File: src/sv/assert_macros.svh
// Assertion macros used by the decoder RTL file.
// Each macro expects signals named clk and rst_n in the enclosing module.
`ifndef ASSERT_MACROS_SVH
`define ASSERT_MACROS_SVH

// Same-cycle implication, off while in reset.
`define PNM_ASSERT_IMPLY(label, ante, cons) \
  label: assert property (@(posedge clk) disable iff (!rst_n) (ante) |-> (cons)) \
    else $error("assertion failed");

// Next-cycle implication, off while in reset.
`define PNM_ASSERT_NEXT(label, ante, cons) \
  label: assert property (@(posedge clk) disable iff (!rst_n) (ante) |=> (cons)) \
    else $error("assertion failed");

`endif

File: src/sv/pnm_pkg.sv
// Package for the PNM binary image decoder: payload structs and codes.
// No dependencies; used by pnm_binary_image_decoder.
`default_nettype none

package pnm_pkg;

  // Result kinds
  localparam logic [1:0] KIND_HDR = 2'd0;
  localparam logic [1:0] KIND_PIX = 2'd1;
  localparam logic [1:0] KIND_ERR = 2'd2;

  // Image types
  localparam logic [1:0] IMG_P4 = 2'd0;
  localparam logic [1:0] IMG_P5 = 2'd1;
  localparam logic [1:0] IMG_P6 = 2'd2;

  // Error codes
  localparam logic [2:0] ERR_NONE    = 3'd0;
  localparam logic [2:0] ERR_NOT_P   = 3'd1;
  localparam logic [2:0] ERR_ASCII   = 3'd2;
  localparam logic [2:0] ERR_UNKNOWN = 3'd3;
  localparam logic [2:0] ERR_HEADER  = 3'd4;
  localparam logic [2:0] ERR_SIZE    = 3'd5;

  // Characters
  localparam logic [7:0] CH_P    = 8'h50;
  localparam logic [7:0] CH_HASH = 8'h23;
  localparam logic [7:0] CH_TAB  = 8'h09;
  localparam logic [7:0] CH_LF   = 8'h0A;
  localparam logic [7:0] CH_CR   = 8'h0D;
  localparam logic [7:0] CH_SP   = 8'h20;
  localparam logic [7:0] CH_0    = 8'h30;
  localparam logic [7:0] CH_1    = 8'h31;
  localparam logic [7:0] CH_3    = 8'h33;
  localparam logic [7:0] CH_4    = 8'h34;
  localparam logic [7:0] CH_6    = 8'h36;
  localparam logic [7:0] CH_9    = 8'h39;

  // Header number accumulator saturates here
  localparam int         ACC_W   = 16;
  localparam logic [19:0] ACC_CAP = 20'd65535;
  localparam logic [15:0] MAXVAL_LIMIT = 16'd255;

  typedef struct packed {
    logic [7:0] data_byte;
    logic       new_file;
  } pnm_in_t;

  typedef struct packed {
    logic [1:0]  kind;
    logic [1:0]  image_type;
    logic [12:0] img_width;
    logic [12:0] img_height;
    logic [11:0] pixel_x;
    logic [11:0] pixel_y;
    logic [7:0]  gray_value;
    logic [7:0]  red_value;
    logic [7:0]  green_value;
    logic [7:0]  blue_value;
    logic [2:0]  error_code;
    logic        last;
  } pnm_out_t;

endpackage

`default_nettype wire

File: src/sv/pnm_binary_image_decoder.sv
// PNM (P4/P5/P6) byte-stream decoder: header parser and pixel emitter.
// Depends on pnm_pkg and assert_macros.svh.
//
//   channel   dir  handshake            payload
//   in_       in   in_valid / in_stall   pnm_pkg::pnm_in_t  (data_byte, new_file)
//   out_      out  out_valid / out_stall pnm_pkg::pnm_out_t (one result per transfer)
//
// One byte per cycle unless out_stall holds a result or a P4 byte drains; header,
// P5 and P6 bytes give at most one result each. A P4 byte gives up to eight pixels
// via the single output register; input is stalled while its bits drain. Input
// register, then result register. Reset is synchronous and clears the control
// and parser state; no clearing pass. While a result is stalled, bytes that give
// no result keep moving; the next byte that gives one waits.
`default_nettype none

module pnm_binary_image_decoder #(
  parameter int MAX_WIDTH  = 4096,
  parameter int MAX_HEIGHT = 4096
) (
  input  wire logic              clk,
  input  wire logic              rst_n,
  input  wire logic              in_valid,
  output logic                   in_stall,
  input  wire pnm_pkg::pnm_in_t  in_data,
  output logic                   out_valid,
  input  wire logic              out_stall,
  output pnm_pkg::pnm_out_t      out_data
);

  `include "assert_macros.svh"

  localparam int WW = $clog2(MAX_WIDTH + 1);
  localparam int HW = $clog2(MAX_HEIGHT + 1);
  localparam logic [15:0] MAX_W16 = 16'(MAX_WIDTH);
  localparam logic [15:0] MAX_H16 = 16'(MAX_HEIGHT);

  typedef enum logic [2:0] {
    PH_MAGIC, PH_TYPE, PH_WIDTH, PH_HEIGHT, PH_MAXVAL, PH_PIXELS, PH_DONE, PH_ERROR
  } phase_t;

  // input register
  logic             in_vld_r;
  pnm_pkg::pnm_in_t in_q_r;

  // parser state
  phase_t                    phase_r, phase_nxt;
  logic [pnm_pkg::ACC_W-1:0] acc_r, acc_nxt;
  logic                      ovf_r, ovf_nxt;
  logic                      in_number_r, in_number_nxt;
  logic                      in_comment_r, in_comment_nxt;
  logic [1:0]                kind_r, kind_nxt;
  logic [WW-1:0]             width_r, width_nxt;
  logic [HW-1:0]             height_r, height_nxt;
  logic [WW-1:0]             col_r, col_nxt;
  logic [HW-1:0]             row_r, row_nxt;
  logic [1:0]                color_r, color_nxt;
  logic [7:0]                red_r, red_nxt;
  logic [7:0]                green_r, green_nxt;
  logic [2:0]                bit_idx_r, bit_idx_nxt;

  // output register
  logic              out_valid_r;
  pnm_pkg::pnm_out_t out_data_r;

  phase_t            cur_phase;
  logic [7:0]        c;
  logic              do_err, do_hdr, do_pix, num_done, byte_done, pix_last;
  logic [2:0]        err_code;
  logic [7:0]        gray, red, green, blue;
  logic [19:0]       acc_mac;
  logic              row_wrap, img_fin;
  logic              emit_req, out_free, fire, consume;
  logic [15:0]       w16, h16, x16, y16;
  pnm_pkg::pnm_out_t res;

  assign c         = in_q_r.data_byte;
  assign cur_phase = in_q_r.new_file ? PH_MAGIC : phase_r;
  assign acc_mac   = ({4'b0, acc_r} << 3) + ({4'b0, acc_r} << 1) + {16'b0, c[3:0]};
  assign row_wrap  = ({1'b0, col_r} + 1'b1) >= {1'b0, width_r};
  assign img_fin   = row_wrap && (({1'b0, row_r} + 1'b1) >= {1'b0, height_r});

  always_comb begin
    phase_nxt      = cur_phase;
    acc_nxt        = acc_r;
    ovf_nxt        = ovf_r;
    in_number_nxt  = in_number_r;
    in_comment_nxt = in_comment_r;
    kind_nxt       = kind_r;
    width_nxt      = width_r;
    height_nxt     = height_r;
    col_nxt        = col_r;
    row_nxt        = row_r;
    color_nxt      = color_r;
    red_nxt        = red_r;
    green_nxt      = green_r;
    bit_idx_nxt    = bit_idx_r;
    do_err         = 1'b0;
    do_hdr         = 1'b0;
    do_pix         = 1'b0;
    num_done       = 1'b0;
    byte_done      = 1'b1;
    pix_last       = 1'b0;
    err_code       = pnm_pkg::ERR_NONE;
    gray           = 8'd0;
    red            = 8'd0;
    green          = 8'd0;
    blue           = 8'd0;

    case (cur_phase)
      PH_MAGIC: begin
        if (c != pnm_pkg::CH_P) begin
          do_err   = 1'b1;
          err_code = pnm_pkg::ERR_NOT_P;
        end else begin
          phase_nxt = PH_TYPE;
        end
      end
      PH_TYPE: begin
        if (c >= pnm_pkg::CH_4 && c <= pnm_pkg::CH_6) begin
          kind_nxt       = 2'(c - pnm_pkg::CH_4);
          acc_nxt        = '0;
          ovf_nxt        = 1'b0;
          in_number_nxt  = 1'b0;
          in_comment_nxt = 1'b0;
          phase_nxt      = PH_WIDTH;
        end else if (c >= pnm_pkg::CH_1 && c <= pnm_pkg::CH_3) begin
          do_err   = 1'b1;
          err_code = pnm_pkg::ERR_ASCII;
        end else begin
          do_err   = 1'b1;
          err_code = pnm_pkg::ERR_UNKNOWN;
        end
      end
      PH_WIDTH, PH_HEIGHT, PH_MAXVAL: begin
        if (in_comment_r) begin
          if (c == pnm_pkg::CH_LF || c == pnm_pkg::CH_CR) in_comment_nxt = 1'b0;
        end else if (c == pnm_pkg::CH_TAB || c == pnm_pkg::CH_LF ||
                     c == pnm_pkg::CH_CR || c == pnm_pkg::CH_SP) begin
          num_done = in_number_r;
        end else if (c == pnm_pkg::CH_HASH) begin
          in_comment_nxt = 1'b1;
        end else if (c >= pnm_pkg::CH_0 && c <= pnm_pkg::CH_9) begin
          if (ovf_r || acc_mac > pnm_pkg::ACC_CAP) begin
            ovf_nxt = 1'b1;
            acc_nxt = pnm_pkg::ACC_CAP[15:0];
          end else begin
            acc_nxt = acc_mac[15:0];
          end
          in_number_nxt = 1'b1;
        end else begin
          do_err   = 1'b1;
          err_code = pnm_pkg::ERR_HEADER;
        end

        if (num_done) begin
          acc_nxt       = '0;
          ovf_nxt       = 1'b0;
          in_number_nxt = 1'b0;
          case (cur_phase)
            PH_WIDTH: begin
              if (ovf_r || acc_r > MAX_W16) begin
                do_err   = 1'b1;
                err_code = pnm_pkg::ERR_SIZE;
              end else begin
                width_nxt = acc_r[WW-1:0];
                phase_nxt = PH_HEIGHT;
              end
            end
            PH_HEIGHT: begin
              if (ovf_r || acc_r > MAX_H16) begin
                do_err   = 1'b1;
                err_code = pnm_pkg::ERR_SIZE;
              end else begin
                height_nxt = acc_r[HW-1:0];
                if (kind_r == pnm_pkg::IMG_P4) do_hdr = 1'b1;
                else phase_nxt = PH_MAXVAL;
              end
            end
            default: begin
              if (ovf_r || acc_r > pnm_pkg::MAXVAL_LIMIT) begin
                do_err   = 1'b1;
                err_code = pnm_pkg::ERR_HEADER;
              end else begin
                do_hdr = 1'b1;
              end
            end
          endcase
        end

        if (do_hdr) begin
          col_nxt   = '0;
          row_nxt   = '0;
          color_nxt = 2'd0;
          phase_nxt = (width_nxt == '0 || height_nxt == '0) ? PH_DONE : PH_PIXELS;
        end
      end
      PH_PIXELS: begin
        case (kind_r)
          pnm_pkg::IMG_P4: begin
            do_pix      = 1'b1;
            gray        = {7'd0, ~c[3'd7 - bit_idx_r]};
            byte_done   = row_wrap || (bit_idx_r == 3'd7);
            bit_idx_nxt = byte_done ? 3'd0 : bit_idx_r + 3'd1;
          end
          pnm_pkg::IMG_P5: begin
            do_pix = 1'b1;
            gray   = c;
          end
          pnm_pkg::IMG_P6: begin
            case (color_r)
              2'd0: begin
                red_nxt   = c;
                color_nxt = 2'd1;
              end
              2'd1: begin
                green_nxt = c;
                color_nxt = 2'd2;
              end
              default: begin
                do_pix    = 1'b1;
                red       = red_r;
                green     = green_r;
                blue      = c;
                color_nxt = 2'd0;
              end
            endcase
          end
          default: ;
        endcase

        if (do_pix) begin
          pix_last = img_fin;
          if (row_wrap) begin
            col_nxt = '0;
            row_nxt = row_r + 1'b1;
            if (img_fin) phase_nxt = PH_DONE;
          end else begin
            col_nxt = col_r + 1'b1;
          end
        end
      end
      default: ;
    endcase

    if (do_err) phase_nxt = PH_ERROR;
  end

  assign w16 = 16'(width_nxt);
  assign h16 = 16'(height_nxt);
  assign x16 = 16'(col_r);
  assign y16 = 16'(row_r);

  always_comb begin
    res = '0;
    if (do_err) begin
      res.kind       = pnm_pkg::KIND_ERR;
      res.error_code = err_code;
    end else begin
      res.kind       = do_hdr ? pnm_pkg::KIND_HDR : pnm_pkg::KIND_PIX;
      res.image_type = kind_nxt;
      res.img_width  = w16[12:0];
      res.img_height = h16[12:0];
      if (do_pix) begin
        res.pixel_x     = x16[11:0];
        res.pixel_y     = y16[11:0];
        res.gray_value  = gray;
        res.red_value   = red;
        res.green_value = green;
        res.blue_value  = blue;
        res.last        = pix_last;
      end
    end
  end

  assign emit_req = do_err || do_hdr || do_pix;
  assign out_free = !out_valid_r || !out_stall;
  assign fire     = in_vld_r && (!emit_req || out_free);
  assign consume  = fire && byte_done;
  assign in_stall = in_vld_r && !consume;

  assign out_valid = out_valid_r;
  assign out_data  = out_data_r;

  always_ff @(posedge clk) begin
    if (!rst_n) begin
      in_vld_r     <= 1'b0;
      out_valid_r  <= 1'b0;
      phase_r      <= PH_MAGIC;
      acc_r        <= '0;
      ovf_r        <= 1'b0;
      in_number_r  <= 1'b0;
      in_comment_r <= 1'b0;
      kind_r       <= pnm_pkg::IMG_P4;
      width_r      <= '0;
      height_r     <= '0;
      col_r        <= '0;
      row_r        <= '0;
      color_r      <= 2'd0;
      red_r        <= 8'd0;
      green_r      <= 8'd0;
      bit_idx_r    <= 3'd0;
    end else begin
      if (in_valid && !in_stall) begin
        in_vld_r <= 1'b1;
        in_q_r   <= in_data;
      end else if (consume) begin
        in_vld_r <= 1'b0;
      end

      if (out_free) begin
        out_valid_r <= fire && emit_req;
      end
      if (fire && emit_req) begin
        out_data_r <= res;
      end

      if (fire) begin
        phase_r      <= phase_nxt;
        acc_r        <= acc_nxt;
        ovf_r        <= ovf_nxt;
        in_number_r  <= in_number_nxt;
        in_comment_r <= in_comment_nxt;
        kind_r       <= kind_nxt;
        width_r      <= width_nxt;
        height_r     <= height_nxt;
        col_r        <= col_nxt;
        row_r        <= row_nxt;
        color_r      <= color_nxt;
        red_r        <= red_nxt;
        green_r      <= green_nxt;
        bit_idx_r    <= bit_idx_nxt;
      end
    end
  end

  // a P4 bit walk only runs while pixels are being emitted
  `PNM_ASSERT_IMPLY(a_bit_walk_p4, bit_idx_r != 3'd0,
                    phase_r == PH_PIXELS && kind_r == pnm_pkg::IMG_P4)
  // the byte being unpacked stays in the input register until its last bit
  `PNM_ASSERT_NEXT(a_p4_byte_held, fire && !byte_done, in_vld_r)
  // error transfers always carry a code
  `PNM_ASSERT_IMPLY(a_err_has_code, out_valid && out_data.kind == pnm_pkg::KIND_ERR,
                    out_data.error_code != pnm_pkg::ERR_NONE)

endmodule

`default_nettype wire
File: config.mk
export PLATFORM = sky130hd
export DESIGN_NAME = pnm_binary_image_decoder
export DESIGN_NICKNAME = d
export VERILOG_FILES = /design/src/sv/pnm_pkg.sv /design/src/sv/pnm_binary_image_decoder.sv
export VERILOG_INCLUDE_DIRS = /design/src /design/src/sv
export SDC_FILE = /design/constraint.sdc
export NUM_CORES = 1
export LEC_CHECK = 0
export ABC_AREA = 1
export BUFFER_PORTS_ARGS = -buffer_cell sky130_fd_sc_hd__buf_2
export CAP_MARGIN = 30
export CORE_AREA = 2 2 137 139
export DETAILED_ROUTE_END_ITERATION = 8
export DIE_AREA = 0 0 139 141
export PLACE_DENSITY = 0.79
export SYNTH_ARGS = -nofsm -noshare
export SYNTH_HDL_FRONTEND = slang
export SYNTH_SLANG_ARGS = --single-unit
export TNS_END_PERCENT = 30
File: constraint.sdc
create_clock -name clk -period 9.9 [get_ports clk]
set_clock_uncertainty 0.05 [all_clocks]
set_input_delay 0.495 -clock clk [delete_from_list [all_inputs] [get_ports clk]]
set_output_delay 0.495 -clock clk [all_outputs]
set_load 0.01 [all_outputs]
After elaboration in Yosys (flattened, before gate mapping). Index checks and enable logic that the tools add are counted.

Output and inout bits: 92. Bits in registers: 198. Logic and storage cells: 246.

Reduce and logical (&&, ||, !) cells: 54. Bitwise gates (word level): 5. Add/sub/neg operators: 9. Equal/unequal tests: 25. Order comparisons: 12. Mux-type cells: 111.

Operator list (count): $mux 13 (15); $mux 16 (7); $mux 3 (21); $pmux 13 s2 (2); $mux 1 (46); $pmux 16 s2 (1); $add 13x1->14 const B (2); $ge 14x13->1 (2); $add 13x1->13 const B (2); $logic_not 13->1 (2); $eq 8x4->1 const B (3); $ge 8x6->1 const B (3); $le 8x6->1 const B (3); $add 19x17->20 (1); $add 20x4->20 (1); $gt 20x16->1 const B (1); $eq 8x6->1 const B (2); $gt 16x13->1 const B (1); $gt 16x8->1 const B (1); $pmux 8 s2 (1); $reduce_and 4->1 (4); $ne 3x3->1 const B (5); $logic_or 1x1->1 (13); $mux 2 (6); other kinds (34) (71).

Logic depth before layout (Yosys ltp). Gate-level depths: netlist (run 1).

Depth in word-level cells: 21. Gate-level depth with buffers: 23. Gate-level depth less buffers: 22.

Least setup slack after synthesis (run 1). OpenSTA, ideal clock, no wires.

Path type: reg-to-reg. From: register in_q_r, in the netlist c[3]. To: register out_data_r, in the netlist out_data[0], enable pin. Arrival: 5.828 ns. Library setup time: 0.539 ns. Required time: 9.311 ns. Stages on the path, launching flop included: 18. Path buffers: 2. Setup slack: 3.483 ns. Cell sequence: edfxtp_1 -> buf_2 -> nand2_1 -> inv_2 -> nand2_1 -> nand2_1 -> nand2_1 -> nand3_2 -> nand2_2 -> inv_2 -> a21oi_1 -> nor2_1 -> nor2_2 -> nand3_2 -> a21oi_4 -> buf_2 -> nand2_1 -> nor2_1.

Cells in the longest elaborated chain, start to end: 17. Elaborated cells between the ends (all ways): 39. Classes of those cells: 4 x order compare; 6 x eq/ne; 17 x mux; 12 x reduce/logical.

RTL lines: from (decl) (RTL line pnm_binary_image_decoder.sv:43) `pnm_pkg::pnm_in_t in_q_r;`; from (signal assigned) (RTL line pnm_binary_image_decoder.sv:305) `in_q_r <= in_data;`; $ge 8x6->1, or another cell as far along (RTL line pnm_binary_image_decoder.sv:142) `end else if (c >= pnm_pkg::CH_0 && c <= pnm_pkg::CH_9) begin`; $logic_and 1x1->1 / $logic_or 1x1->1 (equally long branches) (RTL line pnm_binary_image_decoder.sv:142, pnm_binary_image_decoder.sv:137); $mux 1 / $logic_or 1x1->1 (equally long branches) (RTL line pnm_binary_image_decoder.sv:142, pnm_binary_image_decoder.sv:137); $mux 1 / $logic_or 1x1->1 (equally long branches) (RTL line pnm_binary_image_decoder.sv:140, pnm_binary_image_decoder.sv:138); $mux 1 (RTL line pnm_binary_image_decoder.sv:137) `end else if (c == pnm_pkg::CH_TAB || c == pnm_pkg::CH_LF ||`; $mux 1 (RTL line pnm_binary_image_decoder.sv:135) `if (in_comment_r) begin`; $mux 1, on equally long branches (2 in a row); $mux 1, on equally long branches (RTL line pnm_binary_image_decoder.sv:155, pnm_binary_image_decoder.sv:109); $pmux 1 s3 / $mux 1 (equally long branches) (RTL line pnm_binary_image_decoder.sv:109) `case (cur_phase)`; $logic_or 1x1->1 (*) (2 in a row) (RTL line pnm_binary_image_decoder.sv:275) `assign emit_req = do_err || do_hdr || do_pix;`; $logic_not 1->1 (RTL line pnm_binary_image_decoder.sv:277) `assign fire = in_vld_r && (!emit_req || out_free);`; $logic_or 1x1->1 (RTL line pnm_binary_image_decoder.sv:277); $logic_and 1x1->1 (RTL line pnm_binary_image_decoder.sv:277); $logic_and 1x1->1 (*) (RTL line pnm_binary_image_decoder.sv:313) `if (fire && emit_req) begin`; $reduce_and 2->1 (no source line) (*); to (signal assigned) (RTL line pnm_binary_image_decoder.sv:314) `out_data_r <= res;`; to (decl) (RTL line pnm_binary_image_decoder.sv:63) `pnm_pkg::pnm_out_t out_data_r;`.

Mark *: on every way between the ends. The rest lies on a longest branch, timed or not. The select of a mux whose other input is x is not followed. A chain may end at the register's enable or synchronous reset.

Worst setup path after layout (run 1).
From: register col_r[0]. To: output in_stall.

Cells in the longest elaborated chain, start to end: 8.

RTL lines: from (decl) (RTL line pnm_binary_image_decoder.sv:54) `logic [WW-1:0] col_r, col_nxt;`; from (signal assigned) (RTL line pnm_binary_image_decoder.sv:326) `col_r <= col_nxt;`; $add 13x1->14 (RTL line pnm_binary_image_decoder.sv:79) `assign row_wrap = ({1'b0, col_r} + 1'b1) >= {1'b0, width_r};`; $ge 14x13->1 (RTL line pnm_binary_image_decoder.sv:79); $logic_or 1x1->1 (RTL line pnm_binary_image_decoder.sv:202) `byte_done = row_wrap || (bit_idx_r == 3'd7);`; $mux 1 (RTL line pnm_binary_image_decoder.sv:198) `case (kind_r)`; $mux 1 (RTL line pnm_binary_image_decoder.sv:109); $logic_and 1x1->1 (RTL line pnm_binary_image_decoder.sv:278) `assign consume = fire && byte_done;`; $logic_not 1->1 (RTL line pnm_binary_image_decoder.sv:279) `assign in_stall = in_vld_r && !consume;`; $logic_and 1x1->1 (RTL line pnm_binary_image_decoder.sv:279); to (decl) (RTL line pnm_binary_image_decoder.sv:23) `output logic in_stall,`.

Every way passes these cells.

==> results of run 1 <==
[power groups by stage]
| stage | clock [mW] | sequential, mW | combinational, mW |
|---|---|---|---|
| after floorplan | 0 | 0.921 | 0.111 |
| after global placement | 0 | 0.916 | 0.162 |
| after detailed placement | 0 | 0.917 | 0.170 |
| after CTS | 0.666 | 0.898 | 0.172 |
| after global routing | 0.697 | 0.901 | 0.194 |
| final | 0.665 | 0.899 | 0.174 |
[per-stage QoR]
stage / instance area [um^2] / power, mW / setup slack (ns)
2_1_floorplan: 10700 / 1.03 / 3.48
3_3_place_gp: 11400 / 1.08 / 5.68
3_5_place_dp: 11500 / 1.09 / 5.48
4_1_cts: 12000 / 1.74 / 5.28
5_1_grt: 12000 / 1.79 / 4.97
6_report: 12000 / 1.74 / 5.23
[registers in the layout, summed over array words and instances (netlist names)]
signal,cells
out_data,90
acc_r,16
col_r,13
height_r,13
row_r,13
width_r,13
c,8
green_r,8
red_r,8
bit_idx_r,3
phase_r,3
color_r,2
kind_r,2
in_comment_r,1
in_number_r,1
in_q_r,1
in_vld_r,1
out_valid,1
ovf_r,1
[layout by cell type, fill, tap and decap left out, types with 2 or more instances in the layout]
cell	n
nor3_1	24
buf_2	104
a31oi_1	3
nor2_1	226
fa_1	2
a211oi_1	12
o22ai_1	11
nand4_1	32
nand2_1	262
xnor2_1	7
a21oi_1	96
o21ai_1	2
o21bai_1	3
buf_4	8
dfxtp_1	99
nor2_2	3
edfxtp_1	99
clkinv_4	5
a21o_1	2
nand3_2	6
nor4_1	6
clkinvlp_4	2
buf_16	2
o21ai_0	86
xor2_1	22
o211ai_1	5
inv_1	156
nand3_1	63
inv_6	2
nand3b_1	6
inv_2	12
ha_1	61
clkbuf_16	17
inv_8	2
[Yosys cell counts (all sizes together), types with 7 or more instances]
cell type  count
a211oi        12
a21oi         97
buf           19
clkbuf        30
dfxtp         99
edfxtp        99
ha            61
inv          168
nand2        263
nand3         69
nand4         32
nor2         230
nor3          25
o21ai         88
o22ai         11
xnor2          7
xor2          22
[how the worst min path moves through the flow]
stage                start     endpoint  cells after the start
2_1_floorplan  in_number_r  in_number_r                      2
3_3_place_gp   in_number_r  in_number_r                      2
3_5_place_dp   in_number_r  in_number_r                      2
4_1_cts         in_data[8]         c[7]                      1
5_1_grt         in_data[5]         c[4]                      1
6_report        in_data[8]         c[7]                      1
[routing by layer]
layer | wire [um] | vias to the layer above
li1 | - | 4694
met3 | 1900 | 45
met1 | 11800 | 4366
met2 | 12400 | 386
met5 | 0 | -
met4 | 570 | 0
[worst register-to-register path, delay by kind of cell (launching register included)]
family,cells,cell delay (ns)
simple gates,11,2.55
compound gates,3,0.50
buf+inv,3,0.69
flops,1,0.57
[cell type report]
| cell class | count | area (um^2) |
|---|---|---|
| clock buffer | 19 | 443 |
| multi-input combinational | 949 | 4940 |
| inverter | 169 | 634 |
| tap | 234 | 293 |
| fill | 1546 | 6240 |
| timing repair buffer | 114 | 636 |
| sequential | 198 | 4950 |
| clock inverter | 13 | 120 |
[cell families (layout without fill, tap and decap cells)]
family / count (synthesis) / count (layout)
simple gates: 632 / 632
compound gates: 225 / 225
buf+inv: 218 / 315
flops: 198 / 198
fa+ha+maj: 63 / 63
xor+xnor: 29 / 29
==> parameters.txt, run 1 <==
Parameter                              Value

Routing
  Via count ... 9,491
  Average routed wire per standard cell ... between 15 and 20 um
  First-pass detailed-route iteration total ... 6
  Via-per-instance ratio ... between 5 and 6
  Final Routed Wirelength ... about 27 mm
  Post-detailed-route count of antenna-violating nets ... 0
  Total DRC errors in the routed layout ... 0
  Detailed Route Iter0 Violations ... 921

Setup path
  Depth of the worst register-to-register path ... 17
  Worst setup path startpoint ... col_r[0]
  Most common cell on crit path ... nor3_1
  Critical path capture point type ... output pin
  List of cells traversed by the critical path ... inv_1 > nor3_1 > nand2_1 > nor2_1 > nand2_1 > xor2_1 > inv_1 > ha_1 > a21oi_1 > nor3_1 > nor3_1 > nand4_1 > nor4_1 > o21a_1 > buf_2
  Largest stage delay, worst path ... 0.71 ns
  Worst setup SP type ... flip-flop
  Reg2Reg Capture Point ... row_r[7]
  Worst-path fanout max ... 6
  Buffers plus inverters on the worst setup path ... 3
  Cell family with most CP delay ... simple AND/OR/NAND/NOR gates
  FF-to-FF Start ... c[3]
  Critical path required time ... 9.36 ns
  Slowest CP cell ... nor4_1
  End point of the critical path ... in_stall
  Logic depth of the worst path, buffers included ... 15
  Crit path DAT ... just over 4 ns
  Register-to-register path setup slack ... 5.39 ns
  Worst Setup Path Type ... reg -> out

Die
  Die area ... 19,600 um^2
  Core Footprint ... 18,300 um^2
  Die W ... roughly 140 um
  Vertical die dimension ... about 140 um
  Site row count ... 50
  Number of top-level pins ... around 110
  Initial Util ... 0.588

Pwr
  Sequential share of power ... 0.517
  Cell-internal power ... roughly 1.3 mW
  Leakage ... 5.37 nW
  Combinational share of power ... 0.100
  Worst supply voltage drop on vdd ... roughly 0.13 mV
  Clk network pwr share ... 0.383
  Sw Share ... 0.267
  Switch Pwr ... 0.465 mW
  PD cells ... 145 nW/um^2

Yosys
  Count of different cell masters after synthesis ... 39
  Synth Cell Area ... about 11,000 um^2
  Fraction of post-synthesis cell area in the top cell type by area ... 0.277
  YS warnings ... 0
  Largest family of logic cells by synthesized area ... simple AND/OR/NAND/NOR gates
  Biggest area contributors in the synthesized netlist ... edfxtp_1 28%, dfxtp_1 18%, nand2_1 9.2%
  Syn_nets ... 1,441
  Post-synthesis simple-gate area fraction ... 0.247
  Fraction of the mapped netlist area in compound gates ... 0.114
  Commonest register cell after synthesis ... edfxtp_1
  Xor/xnor cell area share of the yosys netlist ... 0.0237
  Adder-Cell Fraction of Synth Area ... 0.0748
  Post-Synthesis Cells ... between 1,000 and 1,500
  Average size of a mapped cell ... roughly 7.9 um^2
  Post-synthesis mux area share ... 0
  Post-synth EDFFs ... 99
  Register bit total from synthesis ... roughly 200
  Share of the yosys chip area belonging to registers ... 0.462
  Share of synthesized registers carrying an async set or reset ... 0
  Post-synthesis cell type with the largest combined area ... edfxtp_1

Timing
  Setup Total Neg Slack ... 0 ns
  Count of endpoints failing setup in the final report ... 0
  Minimum clock period after layout ... between 4 and 5 ns
  Max Slew Vio Count ... 0
  Slew margin rel. ... 0.373
  Period utilisation layout ... 0.472
  Transition time at the pin with the least slew margin ... ~0.94 ns
  Min Hold Slack ... between 0.15 and 0.2 ns
  RSZ-0062 raised after global routing ... false
  Number of failing hold endpoints at the final stage ... 0
  Maximum frequency from static timing analysis ... roughly 210 MHz

CTS
  TritonCTS clock tree ... yes
  Clock buffer depth ... 2
  H-tree Lvls ... 4
  Clk slew on worst S/H paths ... about 0.07 ns
  Number of buffers created by CTS ... 17
  Root buffer cell ... clkbuf_16
  TritonCTS sink count ... a little under 200
  Cts hold-fix bufs ... 0
  Post-CTS Setup Inserts ... 0
  CTS resizes ... 0
  Clock latency at the later pin of the worst-skew pair ... between 0.4 and 0.5 ns

Global routing
  Routing usage on met1 ... 0.381
  Global-route wire length before repair ... 43.7 mm
  Number of antenna violations at the first check in global routing ... 0
  Largest net degree at the start of global routing ... 60
  Combined global-route utilization of all metal layers ... 0.275
  Via count of the first global-routing pass ... roughly 8,800
  Global-route congestion overflow total ... 0
  Met2 capacity usage during global routing ... 0.443
  Met3 track utilization from global routing ... 0.0472
  Most crowded layer after global routing ... met2

Placement
  Half-perimeter wire length after placement ... ~19 mm
  Buffers added on ports ... about 100
  Placed insts ... 1,664
  Routability congestion estimate ... about 0.91

Layout
  Number of nets in the final layout ... 1,525
  Count of placed standard cells in the final layout, fillers left out ... around 1,700
  Fraction of the core area covered by cells at the end of the flow ... 0.658
  Synthesis-to-finish area growth ... 12.0%
  Layout cells sized above 1 ... 0.118
  Diode insertion count for antenna repair ... 0

Status
  Run status ... complete, no violations

Min path
  Type of the tightest min-delay check ... in -> reg

Flow run
  Max-cap check violation count ... 0
Note: power is estimated with default switching activity, not from simulation.
==> run 2, diff against run 1 <==
==> constraint.sdc (replaced) <==
create_clock -name clk -period 4.5 [get_ports clk]
set_clock_uncertainty 0.05 [all_clocks]
set_input_delay 0.225 -clock clk [delete_from_list [all_inputs] [get_ports clk]]
set_output_delay 0.225 -clock clk [all_outputs]
set_load 0.01 [all_outputs]
==> run 2 against run 1 <==
Compared with the run above:
- count of clock-buffer cells in the layout shrank 2
- largest power group unchanged
- worst hold slack lost 0.072 ns
- critical endpoint unchanged
- highest routed layer unchanged
- combinational power grew 120%
- cell count grew 0.94%
- via count grew 0.97%
- sequential share of layout area shrank 0.43 points
- critical path depth is the same
==> parameters.txt, run 2 (synthesis gave the netlist of run 1 again) <==
Parameter                              Value

Placement
  Standard cell area after detailed placement ... 11,500 um^2 (about the same)
  Placement Setup Slack ... 0.563 ns (-4.92 ns)
  Half-perimeter wire length after placement ... 18.9 mm (-2.6%)
  Placed insts ... 1,670 (+0.36%)
  Buffers added on ports ... 104 (unchanged)
  Routability congestion estimate ... 0.923 (+1.2%)

Pwr
  Combinational share of power ... 0.100 (about the same)
  Total power of the final layout ... 3.86 mW (+120%)
  Switch Pwr ... 1.02 mW (+120%)
  Cell-internal power ... 2.84 mW (+120%)
  Leakage ... 5.43 nW (+1.2%)
  Sequential share of power ... 0.512 (-0.005)
  Sw Share ... 0.265 (-0.00240)
  Worst supply voltage drop on vdd ... 0.280 mV (+120%)
  PD cells ... 318 nW/um^2 (+120%)
  Clk network pwr share ... 0.388 (+0.005)

Min path
  Hold path start ... out_stall
  Type of the tightest min-delay check ... in -> reg

CTS
  Number of buffers created by CTS ... 17 (unchanged)
  Clock buffer depth ... 2 (unchanged)
  Post-CTS Setup Inserts ... 0 (unchanged)
  TritonCTS clock tree ... yes
  TritonCTS sink count ... 198 (unchanged)
  Clk slew on worst S/H paths ... 0.07 ns (about the same)
  H-tree Lvls ... 4 (unchanged)
  Root buffer cell ... clkbuf_16
  Clock latency at the later pin of the worst-skew pair ... 0.45 ns (about the same)

Timing
  Transition time at the pin with the least slew margin ... 0.859 ns (-0.0796 ns)
  Minimum clock period after layout ... around 4.0 ns
  Minimum setup slack in the final design ... 0.469 ns (-4.76 ns)
  Count of endpoints failing setup in the final report ... 0 (unchanged)
  RSZ-0062 raised after global routing ... false
  Number of failing hold endpoints at the final stage ... 0 (unchanged)
  Min Hold Slack ... 0.106 ns (-0.0719 ns)
  Max Slew Vio Count ... 0 (unchanged)
  Setup Total Neg Slack ... 0 ns (unchanged)
  Period utilisation layout ... 0.896
  Slew margin rel. ... 0.426 (+0.0531)
  Maximum frequency from static timing analysis ... ~250 MHz

Setup path
  Critical path required time ... 4.22 ns (-5.14 ns)
  Worst Setup Path Type ... reg -> out
  Worst setup SP type ... flip-flop
  Critical path capture point type ... output pin
  Crit path DAT ... 3.76 ns (-0.37 ns)
  Worst setup path startpoint ... col_r[0]
  Buffers plus inverters on the worst setup path ... 3 (unchanged)
  Cell family with most CP delay ... simple AND/OR/NAND/NOR gates
  Slowest CP cell ... dfxtp_1
  FF-to-FF Start ... col_r[0]
  List of cells traversed by the critical path ... inv_1 > nor3_1 > nand2_1 > nor2_1 > nand2_1 > xor2_1 > inv_1 > ha_1 > a21oi_1 > nor3_1 > nor3_1 > nand4_1 > nor4_4 > o21a_1 > buf_2
  Most common cell on crit path ... nor3_1
  Largest stage delay, worst path ... 0.42 ns (-0.29 ns)
  Worst-path fanout max ... 6 (unchanged)

Global routing
  Combined global-route utilization of all metal layers ... 0.272 (-0.00361)
  Via count of the first global-routing pass ... 8,697 (-1.3%)
  Number of antenna violations at the first check in global routing ... 0 (unchanged)
  Global-route congestion overflow total ... 0 (unchanged)
  Largest net degree at the start of global routing ... 59 (-1.7%)
  Global-route wire length before repair ... 42.9 mm (-1.7%)

Routing
  Detailed Route Iter0 Violations ... 841 (-8.7%)
  Average routed wire per standard cell ... 15.5 um (-1.1%)
  Via count ... 9,583 (+0.97%)
  First-pass detailed-route iteration total ... 6 (unchanged)
  Post-detailed-route count of antenna-violating nets ... 0 (unchanged)
  Total DRC errors in the routed layout ... 0 (unchanged)
  Via-per-instance ratio ... 5.60 (about the same)
  Final Routed Wirelength ... 26.6 mm (-0.14%)

Die
  Initial Util ... 0.588 (unchanged)
  Core Footprint ... 18,300 um^2 (unchanged)
  Number of top-level pins ... 105 (unchanged)
  Site row count ... 50 (unchanged)
  Die area ... 19,600 um^2 (unchanged)
  Die W ... 139 um (unchanged)
  Vertical die dimension ... 141 um (unchanged)

Layout
  Synthesis-to-finish area growth ... 13.2%
  Largest register FFs ... 90 (unchanged)
  Number of nets in the final layout ... 1,541 (+1.0%)
  Final standard cell area without fillers ... 12,200 um^2 (+1.1%)
  Most frequent standard cell in the layout excluding fill and tap cells ... nand2_1
  Fraction of the core area covered by cells at the end of the flow ... 0.665 (+0.00699)
  Layout cells sized above 1 ... 0.122 (+0.00482)
  Highest-count cells in the layout ignoring fill and taps ... 261 x nand2_1, 226 x nor2_1, 156 x inv_1
  Count of placed standard cells in the final layout, fillers left out ... 1,712 (+0.94%)
  Diode insertion count for antenna repair ... 0 (unchanged)

Flow run
  Max-cap check violation count ... 0 (unchanged)

Status
  Run status ... complete, no violations
-- run 2: cell count changes in the layout (fill, tap and decap cells not counted), sizes merged --
| cell | delta |
|---|---|
| inv | +2 |
| clkbuf | -2 |
| dlygate4sd3 | +10 |
| clkinv | -1 |
| buf | +6 |
| bufinv | +1 |
-- run 2: timing repair --
item	CTS	global route
hold buffers	10	0
hold endpoints to repair	10	0
endpoints found under the setup margin	0	3
resized for setup	0	3
-- run 2: power by group through the flow --
| stage | clock network (mW) | registers (mW) | logic [mW] |
|---|---|---|---|
| 6_report | 1.50 | 1.98 | 0.385 |
| 5_1_grt | 1.57 | 1.98 | 0.429 |
| 4_1_cts | 1.50 | 1.98 | 0.376 |
| 3_5_place_dp | 0 | 2.02 | 0.366 |
| 3_3_place_gp | 0 | 2.02 | 0.361 |
| 2_1_floorplan | 0 | 2.02 | 0.245 |
-- run 2: path summary, 6_finish.rpt --
path         slack, ns     endpoint  depth (start not counted)
min               0.11    out_valid                          3
max reg2reg       0.65     row_r[3]                         18
min reg2reg       0.44  height_r[7]                          2
max               0.47     in_stall                         15
-- run 2: per-layer routing --
metal	vias to the layer above	track usage	part of all wire	wire (um)
met4	0	0.0925	0.023	612
met1	4430	0.370	0.44	11700
met5	-	0	0	0
met3	59	0.0526	0.071	1880
met2	371	0.438	0.46	12400
li1	4723	-	-	-
-- run 2: worst reg2reg max path, stage by stage, from the launching register on --
cell     delay (ns)
dfxtp_1        0.42
inv_1          0.09
nor3_1         0.35
nand2_1        0.16
nor2_1         0.19
nand2_1        0.10
xor2_1         0.16
inv_1          0.08
ha_1           0.29
a21oi_1        0.15
nor3_1         0.06
nor3_1         0.14
nand4_1        0.37
a21oi_1        0.26
nor2_1         0.06
nand2_1        0.06
buf_4          0.21
nand2_2        0.30
o22ai_1        0.25
-- run 2: area by class of cell --
| cell class | count | area, um^2 |
|---|---|---|
| fill | 1537 | 6120 |
| multi-input combinational | 949 | 4960 |
| sequential | 198 | 4950 |
| timing repair buffer | 130 | 741 |
| inverter | 169 | 634 |
| clock buffer | 17 | 425 |
| tap | 234 | 293 |
| clock inverter | 15 | 143 |
==> run 3, diff against run 2 <==
--- a/config.mk
+++ b/config.mk
@@ -9,10 +9,12 @@
 export ABC_AREA = 1
 export BUFFER_PORTS_ARGS = -buffer_cell sky130_fd_sc_hd__buf_2
 export CAP_MARGIN = 30
-export CORE_AREA = 2 2 137 139
+export CELL_PAD_IN_SITES_DETAIL_PLACEMENT = 1
+export CELL_PAD_IN_SITES_GLOBAL_PLACEMENT = 1
+export CORE_AREA = 2 2 160 162
 export DETAILED_ROUTE_END_ITERATION = 8
-export DIE_AREA = 0 0 139 141
-export PLACE_DENSITY = 0.79
+export DIE_AREA = 0 0 162 164
+export PLACE_DENSITY = 0.78
 export SYNTH_ARGS = -nofsm -noshare
 export SYNTH_HDL_FRONTEND = slang
 export SYNTH_SLANG_ARGS = --single-unit
==> run 3 against run 2 <==
Compared with the run above:
- critical path depth rose by 1
- non-clock buffer count rose by 3
- setup slack improved by 0.040 ns
- count of clock-buffer cells in the layout rose by 1
- cell count rose by 5.8%
- sequential share of layout area fell by 0.46 points
- sequential power barely moved
- total power rose by 0.81%
==> parameters.txt, run 3 (synthesis gave the netlist of run 1 again) <==
Parameter                              Value

Status
  Run status ... complete, no violations

Placement
  Routability congestion estimate ... 0.872 (-5.6%)
  Placement Setup Slack ... 0.681 ns (+0.118 ns)
  Half-perimeter wire length after placement ... 23.5 mm (+25%)
  Buffers added on ports ... 104 (unchanged)
  Placed insts ... 1,769 (+5.9%)

Flow run
  Max-cap check violation count ... 0 (unchanged)

Routing
  First-pass detailed-route iteration total ... 6 (unchanged)
  Final Routed Wirelength ... 32.0 mm (+20%)
  Via count ... 9,548 (-0.37%)
  Via-per-instance ratio ... 5.27 (-5.9%)
  Detailed Route Iter0 Violations ... 526 (-37%)
  Total DRC errors in the routed layout ... 0 (unchanged)
  Average routed wire per standard cell ... 17.7 um (+14%)
  Post-detailed-route count of antenna-violating nets ... 0 (unchanged)

CTS
  H-tree Lvls ... 4 (unchanged)
  Clk slew on worst S/H paths ... 0.08 ns (about the same)
  Clock buffer depth ... 2 (unchanged)
  Root buffer cell ... clkbuf_16
  TritonCTS sink count ... 198 (unchanged)
  Cts hold-fix bufs ... 10 (unchanged)
  CTS resizes ... 0 (unchanged)
  Clock latency at the later pin of the worst-skew pair ... 0.45 ns (about the same)
  Number of buffers created by CTS ... 17 (unchanged)
  Post-CTS Setup Inserts ... 0 (unchanged)
  TritonCTS clock tree ... yes

Global routing
  Largest net degree at the start of global routing ... 65 (+10%)
  Via count of the first global-routing pass ... 9,687 (+11%)
  Combined global-route utilization of all metal layers ... 0.245 (-0.0266)
  Global-route wire length before repair ... 51.3 mm (+20%)
  Global-route congestion overflow total ... 0 (unchanged)
  Number of antenna violations at the first check in global routing ... 1 (+1)

Layout
  Sequential cell area ... 4950 um^2 (unchanged)
  Filler Cells Inserted ... 3,157 (+110%)
  Area of the multi-input gates ... 4940 um^2 (-0.35%)
  Most frequent standard cell in the layout excluding fill and tap cells ... nand2_1
  Count of placed standard cells in the final layout, fillers left out ... 1,812 (+5.8%)
  Fraction of the core area covered by cells at the end of the flow ... 0.495 (-0.170)
  Layout cells sized above 1 ... 0.122 (-0.000248)
  Number of nets in the final layout ... 1,544 (+0.19%)
  Highest-count cells in the layout ignoring fill and taps ... 262 x nand2_1, 226 x nor2_1, 156 x inv_1
  Synthesis-to-finish area growth ... 14.5%
  Largest register FFs ... 90 (unchanged)

Pwr
  Sequential share of power ... 0.508 (-0.004)
  Worst supply voltage drop on vdd ... 0.190 mV (-32%)
  Leakage ... 5.44 nW (+0.20%)
  Clk network pwr share ... 0.387 (about the same)
  Sw Share ... 0.280 (+0.0148)
  Switch Pwr ... 1.09 mW (+6.4%)
  PD cells ... 317 nW/um^2 (-0.31%)
  Combinational share of power ... 0.105 (+0.005)
  Cell-internal power ... 2.80 mW (-1.2%)

Setup path
  Worst setup path startpoint ... col_r[0]
  Worst setup SP type ... flip-flop
  Crit path DAT ... 3.72 ns (-0.04 ns)
  Buffers plus inverters on the worst setup path ... 4 (+1)
  Cell family with most CP delay ... simple AND/OR/NAND/NOR gates
  Critical path capture point type ... output pin
  Largest stage delay, worst path ... 0.44 ns (+0.02 ns)
  List of cells traversed by the critical path ... inv_1 > nor3_1 > nand2_1 > nor2_1 > xor2_1 > ha_1 > nand2_1 > inv_1 > o21ai_0 > nand2_1 > nand3_1 > nand4_1 > nor4_1 > buf_4 > o21a_1 > buf_2
  Slowest CP cell ... dfxtp_1
  FF-to-FF Start ... col_r[0]
  Worst-path fanout max ... 5 (-1)
  Most common cell on crit path ... nand2_1
  Worst Setup Path Type ... reg -> out
  Critical path required time ... 4.22 ns (about the same)

Timing
  Min Hold Slack ... 0.176 ns (+0.0699 ns)
  Number of failing hold endpoints at the final stage ... 0 (unchanged)
  Max Slew Vio Count ... 0 (unchanged)
  Period utilisation layout ... 0.887 (-0.00899)
  RSZ-0062 raised after global routing ... false
  Transition time at the pin with the least slew margin ... 0.871 ns (+0.0124 ns)
  Maximum frequency from static timing analysis ... 251 MHz (+1.0%)
  Slew margin rel. ... 0.418 (-0.00828)
  Setup Total Neg Slack ... 0 ns (unchanged)
  Minimum clock period after layout ... 3.99 ns (-0.0405 ns)
  Minimum setup slack in the final design ... 0.510 ns (+0.0405 ns)
  Count of endpoints failing setup in the final report ... 0 (unchanged)

Die
  Die W ... 162 um (+17%)
  Site row count ... 58 (+16%)
  Number of top-level pins ... 105 (unchanged)
  Die area ... 26,600 um^2 (+36%)
  Vertical die dimension ... 164 um (+16%)
  Core Footprint ... 24,800 um^2 (+36%)
  Initial Util ... 0.432 (-0.155)

Min path
  Type of the tightest min-delay check ... in -> reg
  Hold path start ... out_stall
[run 3: cell types whose count changed in the layout (fill, tap and decap cells not counted), sizes merged]
| cell | before | now |
|---|---|---|
| bufinv | 1 | 0 |
| inv | 174 | 176 |
| diode | 0 | 1 |
| buf | 120 | 123 |
| clkbuf | 17 | 18 |
| clkinv | 7 | 5 |
[run 3: worst paths after layout]
path / to / slack [ns] / depth (start not counted)
worst max register to register: c[6] / 0.61 / 16
worst min register to register: in_number_r / 0.43 / 2
worst max-delay path: in_stall / 0.51 / 16
worst min-delay path: out_valid / 0.18 / 3
[run 3: final cells by class]
type / instances / share of cell area
diodes: 1 / 0.000204
clock buffers: 18 / 0.0349
clock inverters: 14 / 0.0111
inverters: 169 / 0.0516
multi-input cells: 949 / 0.402
flip-flops and latches: 198 / 0.403
well taps: 330 / 0.0336
repair buffers: 133 / 0.0631
[run 3: metal layers]
layer  GRT usage  vias up  share of wire
li1            -     4728              -
met1       0.325     4596           0.46
met2       0.419      175           0.49
met3      0.0295       49          0.031
met4      0.0788        0          0.022
met5           0        -              0
[run 3: power by group through the flow]
| stage | Combinational (mW) | Clock [mW] | Sequential [mW] |
|---|---|---|---|
| floorplan | 0.245 | 0 | 2.02 |
| global placement | 0.385 | 0 | 2.02 |
| detailed placement | 0.394 | 0 | 2.02 |
| CTS | 0.406 | 1.52 | 1.98 |
| global route | 0.455 | 1.59 | 1.98 |
| finish | 0.408 | 1.51 | 1.98 |
[run 3: worst min-delay path, delay by kind of cell]
kind / cells / cell delay, ns
compound gates: 1 / 0.15
buf+inv: 1 / 0.09
simple gates: 1 / 0.13
[run 3: per-stage QoR]
stage,power [mW],cell area [um^2]
2_1_floorplan,2.27,10700
3_3_place_gp,2.40,11600
3_5_place_dp,2.41,11600
4_1_cts,3.90,12300
5_1_grt,4.03,12300
6_report,3.89,12300
